<file path="src/hw/rtl/coab_pkg.sv">
// Shared constants and types for the cursor overlay alpha blend unit.
// No dependencies; every other file of the block imports this package.
`timescale 1ns / 1ps

package coab_pkg;

    // Default side of the square cursor bitmap, in texels
    localparam int CURSOR_DIM_DEF = 64;
    // Frame extent; pixels at or beyond it pass through uncomposited
    localparam int FRAME_DIM = 8192;

    // Field widths
    localparam int COORD_W = 13;
    localparam int IDX_W   = 12;
    localparam int WORD_W  = 32;
    localparam int POS_W   = 14;
    localparam int EXT_W   = 7;
    localparam int DIFF_W  = POS_W + 1;
    localparam int PADDR_W = 5;
    localparam int PDATA_W = 32;

    localparam logic [7:0] FULL_ALPHA = 8'hFF;

    localparam logic KIND_LOAD  = 1'b0;
    localparam logic KIND_PIXEL = 1'b1;

    // Register indexes, byte address divided by four
    typedef enum logic [2:0] {
        REG_ENABLE = 3'd0,
        REG_LEFT   = 3'd1,
        REG_TOP    = 3'd2,
        REG_WIDTH  = 3'd3,
        REG_HEIGHT = 3'd4
    } t_reg_idx;

    typedef enum logic [1:0] {
        BM_PASS,
        BM_COPY,
        BM_MIX
    } t_blend_mode;

    // Load enables for the two blend stages
    typedef struct packed {
        logic s3;
        logic out;
    } t_pipe_adv;

endpackage

</file>
<file path="src/hw/rtl/coab_blend.sv">
// Premultiplied alpha compositing datapath: multiply stage, then divide and saturate.
// Depends on coab_pkg for the blend mode and stage enable types.
`timescale 1ns / 1ps

module coab_blend
    import coab_pkg::*;
(
    input  logic              i_clk,
    input  t_pipe_adv         i_adv,
    input  logic              i_hit,
    input  logic [WORD_W-1:0] i_texel,
    input  logic [WORD_W-1:0] i_pixel,
    output logic [WORD_W-1:0] o_value
);

    // floor(x / 255), exact for x below 65280
    function automatic logic [7:0] div255(input logic [15:0] x);
        logic [16:0] t;
        t = 17'(x) + 17'(x[15:8]) + 17'd1;
        return t[15:8];
    endfunction

    logic [7:0]        alpha;
    logic [7:0]        inv;
    t_blend_mode       n_mode;
    t_blend_mode       r_mode;
    logic [15:0]       r_prod [3];
    logic [23:0]       r_src;
    logic [WORD_W-1:0] r_pix;
    logic [WORD_W-1:0] n_value;
    logic [WORD_W-1:0] r_value;

    assign alpha = i_texel[31:24];
    assign inv   = FULL_ALPHA - alpha;

    always_comb begin
        if (!i_hit || alpha == 8'd0) begin
            n_mode = BM_PASS;
        end else if (alpha == FULL_ALPHA) begin
            n_mode = BM_COPY;
        end else begin
            n_mode = BM_MIX;
        end
    end

    always_ff @(posedge i_clk) begin
        if (i_adv.s3) begin
            r_mode <= n_mode;
            r_src  <= i_texel[23:0];
            r_pix  <= i_pixel;
            for (int k = 0; k < 3; k++) begin
                r_prod[k] <= 16'(i_pixel[8*k +: 8]) * 16'(inv);
            end
        end
    end

    always_comb begin
        logic [8:0] sum;
        sum     = '0;
        n_value = r_pix;
        case (r_mode)
            BM_PASS: n_value = r_pix;
            BM_COPY: n_value = {FULL_ALPHA, r_src};
            BM_MIX: begin
                n_value[31:24] = FULL_ALPHA;
                for (int k = 0; k < 3; k++) begin
                    sum = 9'(r_src[8*k +: 8]) + 9'(div255(r_prod[k]));
                    n_value[8*k +: 8] = sum[8] ? 8'hFF : sum[7:0];
                end
            end
            default: n_value = r_pix;
        endcase
    end

    always_ff @(posedge i_clk) begin
        if (i_adv.out) begin
            r_value <= n_value;
        end
    end

    assign o_value = r_value;

endmodule

</file>
<file path="config.mk">
export PLATFORM = sky130hd
export DESIGN_NAME = coab_blend
export DESIGN_NICKNAME = d
export VERILOG_FILES = /design/src/hw/rtl/coab_pkg.sv /design/src/hw/rtl/coab_blend.sv
export SDC_FILE = /design/constraint.sdc
export NUM_CORES = 1
export LEC_CHECK = 0
export BUFFER_PORTS_ARGS = -buffer_cell sky130_fd_sc_hd__buf_2
export CORE_MARGIN = 1
export CORE_UTILIZATION = 50
export DETAILED_ROUTE_END_ITERATION = 8
export PLACE_DENSITY_LB_ADDON = 0.25
export SETUP_SLACK_MARGIN = 0.1
export SYNTH_ARGS = -nofsm -noshare
export SYNTH_HDL_FRONTEND = slang
export SYNTH_SLANG_ARGS = --single-unit
</file>
<file path="constraint.sdc">
create_clock -name i_clk -period 6.2 [get_ports i_clk]
set_clock_uncertainty 0.15 [all_clocks]
set_input_delay 0.62 -clock i_clk [delete_from_list [all_inputs] [get_ports i_clk]]
set_output_delay 0.62 -clock i_clk [all_outputs]
set_load 0.05 [all_outputs]
</file>
==> out/qor.yml, run 1 <==
reg2reg_depth: 15
antenna_left: 0
timing.rr.end: "o_value[23]$_DFFE_PP_"
area_growth_pct: 10.83
cts_sinks: 138
dr.pass1.iters: 5
layout_worst_path_cycle_share_pct: 78.56
initial_core_util_pct: 51.03
hold_violations: 0
drt-total-wl_um: 26540
syn_nets: 1557
synthFlopType: "edfxtp_1"
die_w_um: 162.5
cp.required_ns: 6.21
grt_pass1_wl_um: 44820
drive_gt1_share_pct: 10.46
finalNetCount: 1650
rsz0062_at_grt: "false"
min_from: "i_texel[6]"
postSynthAreaPerCell_um2: 10.54
max-vdd-ir-drop_uv: 257.0
io_buffers: 99
hold_path_class: "in2reg"
vias_per_cell: 5.331
drc: 0
grt-ovfl-total: 0
tns_ns: 0
synth_cell_types: 51
stdcell_count: 1660
max_clock_freq_mhz: 205.3
synth.area.top_cells: "edfxtp_1 (32%), fa_1 (17%), ha_1 (15%)"
cp-end-kind: "register"
syn_area_mm2: 0.01289
cp_max_fo: 26
multiInputGateArea_mm2: 0.008019
htreeDepth: 4
n_fill_cell: 2183
cts_hold_buf: 0
rrSetupSlack_ns: 2.15
vias: 8850
row_count: 58
pin_count: 100
arrival_ns: 4.89
criticalPathCategory: "in2reg"
cts_setup_buffers: 0
cts_tree: "yes"
r2r-start: "r_prod[0][45]$_DFFE_PP_"
finalSetupViolCount: 0
cts_resized: 0
grt_usage_pct: 21.60
gp_congestion: 0.8500
min_period_ns: 4.871
synth_seq_area_share_pct: 32.16
clock-root-buffer: "clkbuf_16"
outcome: "completed"
core_mm2: 0.02525
worstHoldEndpoint: "r_src[6]$_DFFE_PP_"
drv_slew: 0
ys_warn_count: 0
hold_depth: 1
synth-async-reset-ratio_pct: 0
crit_path_start_kind: "input pin"
place_hpwl_um: 20250
synth_cells: 1223
placed_cells: 1627
grt_start_max_net_pins: 84
tightest_slew_ns: 1.035
seqCellArea_mm2: 0.004144
grt_pass1_vias: 9144
post-synth-top-area-cell: "edfxtp_1"
drt-wirelength-per-cell_um: 15.99
die_area_mm2: 0.02642
cts_made_buffers: 17
cts_buffer_depth: 2
leakagePower_nw: 6.436
synth_top_cell_area_share_pct: 32.16
clock_latency_ns: 0.43
relSlewSlack_pct: 31.00
antenna_found_initial: 1
ys_ff_latch: 138
drtIter0Drc: 406
synth_enable_flop_cells: 138
max_cap_viol_count: 0
path_clk_slew_ns: 0.06
die_y_um: 162.5
p_per_area_mw_per_mm2: 380.3
-- worst max-delay path by stage --
| stage | slack, ns | from | endpoint |
|---|---|---|---|
| floorplan | 1.22 | i_texel[31] | r_prod[0][14]$_DFFE_PP_ |
| global placement | 0.99 | i_texel[31] | r_prod[0][14]$_DFFE_PP_ |
| detailed placement | 0.90 | i_texel[26] | r_prod[0][30]$_DFFE_PP_ |
| CTS | 1.36 | i_texel[26] | r_prod[0][30]$_DFFE_PP_ |
| global route | 1.00 | i_texel[26] | r_prod[0][30]$_DFFE_PP_ |
| finish | 1.33 | i_texel[26] | r_prod[0][30]$_DFFE_PP_ |
-- synthesized netlist by cell type, types with 2 or more instances --
| cell type | number |
|---|---|
| xnor2_1 | 53 |
| or3_1 | 4 |
| a21o_1 | 17 |
| fa_1 | 111 |
| ha_1 | 155 |
| inv_1 | 166 |
| nor3_1 | 14 |
| o21ai_0 | 32 |
| o41ai_1 | 5 |
| nand2b_1 | 49 |
| xor2_1 | 17 |
| a31oi_1 | 5 |
| and3_1 | 4 |
| or2_2 | 2 |
| a211o_1 | 4 |
| o21ai_1 | 2 |
| nand3_1 | 18 |
| nor2b_1 | 164 |
| a2bb2oi_1 | 2 |
| o22ai_1 | 2 |
| or4_1 | 3 |
| nor2_1 | 52 |
| o221ai_1 | 18 |
| nand2_1 | 76 |
| nand4_1 | 7 |
| a21oi_1 | 34 |
| clkbuf_1 | 27 |
| o211ai_1 | 7 |
| edfxtp_1 | 138 |
| o21a_1 | 5 |
| a21oi_2 | 4 |
| a211oi_1 | 7 |
-- cell families after synthesis --
logic type                 synth area share [%]
xor gates and xnor gates                  4.757
buffers and inverters                     5.621
DFF                                       32.16
and+or+nand+nor                           16.63
adders and majority gates                 32.29
muxes                                   0.07767
AOI/OAI and AO/OA                         8.466
-- area by class of cell --
cell class              instances  area share, %
multi-input cells             892          56.14
repair buffers                101          3.591
diodes                          1        0.01752
well taps                     330          2.891
clock buffers                  22          3.110
inverters                     166          4.362
clock inverters                10         0.8760
flip-flops and latches        138          29.01
-- metrics by stage --
stage	instance area [µm²]	total power, mW	setup WS (ns)	hold WS (ns)	util, %
after floorplan	12890	3.790	1.222	0.3273	-
after global placement	13710	4.359	0.9885	0.3299	54.30
after detailed placement	13710	4.444	0.9042	0.3451	54.30
after CTS	14280	5.461	1.355	0.2013	56.55
after global routing	14280	5.936	1.004	0.2031	56.55
final	14280	5.432	1.329	0.2184	56.56
-- state kept, by name, summed over array words and instances, names as in the netlist --
register	count
r_src	24
r_mode	2
r_prod	48
o_value	32
r_pix	32
-- placed cells by master, fill, tap and decap left out, types with 5 or more instances in the layout --
master	instances
inv_1	166
nor3_1	14
a211oi_1	7
edfxtp_1	138
nand2_1	76
o211ai_1	7
nand3_1	18
clkbuf_1	5
o21a_1	5
xor2_1	17
nor2b_1	164
nand2b_1	49
o21ai_0	32
clkbuf_16	17
a31oi_1	5
a21o_1	17
buf_2	98
fa_1	111
xnor2_1	53
o41ai_1	5
nand4_1	7
nor2_1	52
ha_1	155
a21oi_1	34
o221ai_1	18
-- routing by layer --
layer,share of wire (%),vias up,track usage (%)
li1,-,4313,-
met1,48,4285,29.61
met2,45,220,34.98
met3,5.1,32,4.074
met4,1.4,0,6.117
met5,0,-,0
-- worst max-delay path, stage by stage --
cell	delay [ns]
buf_2	0.46
nor2b_1	0.15
fa_1	0.54
fa_1	0.50
fa_1	0.49
inv_1	0.05
fa_1	0.52
inv_1	0.04
ha_1	0.33
a2111oi_0	0.41
o211ai_1	0.19
a31oi_1	0.27
o21ai_0	0.14
xor2_1	0.17
-- where the power goes --
| part | internal [mW] | total [mW] | switching (mW) |
|---|---|---|---|
| Sequential | 1.32 | 1.46 | 0.138 |
| Clock | 0.625 | 0.986 | 0.361 |
| Combinational | 1.28 | 2.99 | 1.71 |
| Total | 3.23 | 5.43 | 2.20 |
Note: power is estimated with default switching activity, not from simulation.
==> inputs of run 2 (changes only) <==
==> constraint.sdc (replaced) <==
create_clock -name i_clk -period 3.95 [get_ports i_clk]
set_clock_uncertainty 0.15 [all_clocks]
set_input_delay 0.395 -clock i_clk [delete_from_list [all_inputs] [get_ports i_clk]]
set_output_delay 0.395 -clock i_clk [all_outputs]
set_load 0.05 [all_outputs]
==> run 2 against run 1 <==
Against the previous run:
- the flow now finishes with violations (negative setup slack)
- global-route usage increased by 2.5 points
- total power up 90%
- combinational power grew 120%
- routed wire length grew 17%
- cell area rose by 19%
- count of clock-buffer cells in the layout down 3
- first-iteration DRC count grew 72%
- via count is 11% higher
- sequential share of layout area down 4.7 points
- largest cell class unchanged
- largest power group unchanged
==> out/qor.yml, run 2 (synthesis results as in run 1) <==
grt-ovfl-total: 0
drc: 0
clock_latency_ns: 0.43
die_w_um: 162.5
arrival_ns: 4.06
n_antenna_cell: 0
rsz0062_at_grt: "true"
area_growth_pct: 32.40
vias: 9828
grt_pass1_vias: 10209
layout_worst_path_cycle_share_pct: 102.1
cp_max_fo: 5
timing.hold.ws_ns: 0.005641
max-vdd-ir-drop_uv: 530.1
crit_path_start_kind: "input pin"
drive_gt1_share_pct: 30.66
die_y_um: 162.5
gp_congestion: 0.8711
placed_cells: 1773
die_area_mm2: 0.02642
drt-wirelength-per-cell_um: 16.67
io_buffers: 99
finalNetCount: 1860
cts_buffer_depth: 2
criticalPathCategory: "in2reg"
pin_count: 100
layout_commonest_cell: "buf_4"
row_count: 58
placed_cell_area_mm2: 0.01526
tightest_slew_ns: 1.021
hold_path_class: "in2reg"
post-place-ws_ns: -0.7019
path_clk_slew_ns: 0.05
hold_violations: 0
cp.required_ns: 3.98
relSlewSlack_pct: 31.93
p_per_area_mw_per_mm2: 606.3
design_area_mm2: 0.01706
final_cell_mix: "buf_4 (170), inv_1 (153), edfxtp_1 (138)"
clock-root-buffer: "clkbuf_16"
largest-register: "r_prod"
cts_sinks: 138
initial_core_util_pct: 51.03
vias_per_cell: 5.267
drtIter0Drc: 698
cts_made_buffers: 17
grt_usage_pct: 24.09
violations: "negative setup slack"
drv_slew: 0
largest_reg_flops: 48
antenna_left: 0
worst_slack_ns: -0.08357
grt_start_max_net_pins: 107
max_clock_freq_mhz: 247.9
place_hpwl_um: 23260
stdcell_count: 1866
antenna_found_initial: 0
outcome: "finished, violations left"
drt-total-wl_um: 31110
htreeDepth: 4
dr.pass1.iters: 5
grt_pass1_wl_um: 50050
cts_tree: "yes"
finalSetupViolCount: 7
max_cap_viol_count: 0
core_mm2: 0.02525
leakagePower_nw: 7.812
cp-end-kind: "register"
min_period_ns: 4.034
-- run 2: area by class of cell --
cell class	instances	area, µm²
Clock inverter	10	57.56
Multi-Input combinational cell	892	8916
Inverter	166	623.1
Tap cell	330	412.9
Fill cell	1854	8192
Sequential cell	138	4144
Timing Repair Buffer	311	2476
Clock buffer	19	432.9
-- run 2: critical path: stages --
cell,delay (ns)
buf_12,0.12
buf_12,0.14
nor2b_4,0.11
fa_1,0.43
fa_1,0.46
fa_1,0.49
inv_1,0.05
fa_1,0.49
inv_2,0.05
ha_4,0.23
or3_4,0.38
a31oi_4,0.20
nor2b_1,0.07
o22ai_1,0.21
o21ai_1,0.10
xor2_1,0.14
-- run 2: power breakdown --
part           total, mW  switching, mW  internal, mW  leakage (nW)
combinational       6.70           3.43          3.27          6.22
sequential          2.27          0.199          2.07          1.35
clock               1.37          0.591         0.779         0.240
-- run 2: what timing repair did --
item / CTS / global route
resized for setup: 93 / 73
gates cloned: 2 / 1
hold buffers: 24 / 1
endpoints found under the hold margin: 24 / 1
endpoints found under the setup margin: 29 / 43
setup buffers: 11 / 25
pin swaps: 44 / 44
-- run 2: worst paths after layout --
kind / start / endpoint / slack [ns] / cells past startpoint
hold / removal: i_texel[1] / r_src[1]$_DFFE_PP_ / 0.006 / 1
hold reg to reg: r_pix[27]$_DFFE_PP_ / o_value[27]$_DFFE_PP_ / 0.35 / 1
setup reg to reg: r_prod[0][9]$_DFFE_PP_ / o_value[4]$_DFFE_PP_ / 0.14 / 17
setup / recovery: i_texel[29] / r_prod[0][14]$_DFFE_PP_ / -0.08 / 16
-- run 2: per-layer routing --
| metal | vias to the layer above | GRT usage, % | routed length, µm |
|---|---|---|---|
| met3 | 45 | 2.674 | 1212 |
| li1 | 4729 | - | - |
| met1 | 4797 | 32.33 | 14070 |
| met2 | 257 | 41.39 | 15310 |
| met4 | 0 | 6.372 | 515 |
| met5 | - | 0 | 0 |
-- run 2: metrics by stage --
stage	TNS, ns	util [%]	power (mW)
final	-0.3154	67.56	10.34
after global routing	-1.484	67.56	11.14
after CTS	-0.1681	65.31	9.715
after detailed placement	-13.56	60.44	8.076
after global placement	-11.49	60.44	7.894
after floorplan	-2.458	-	6.361
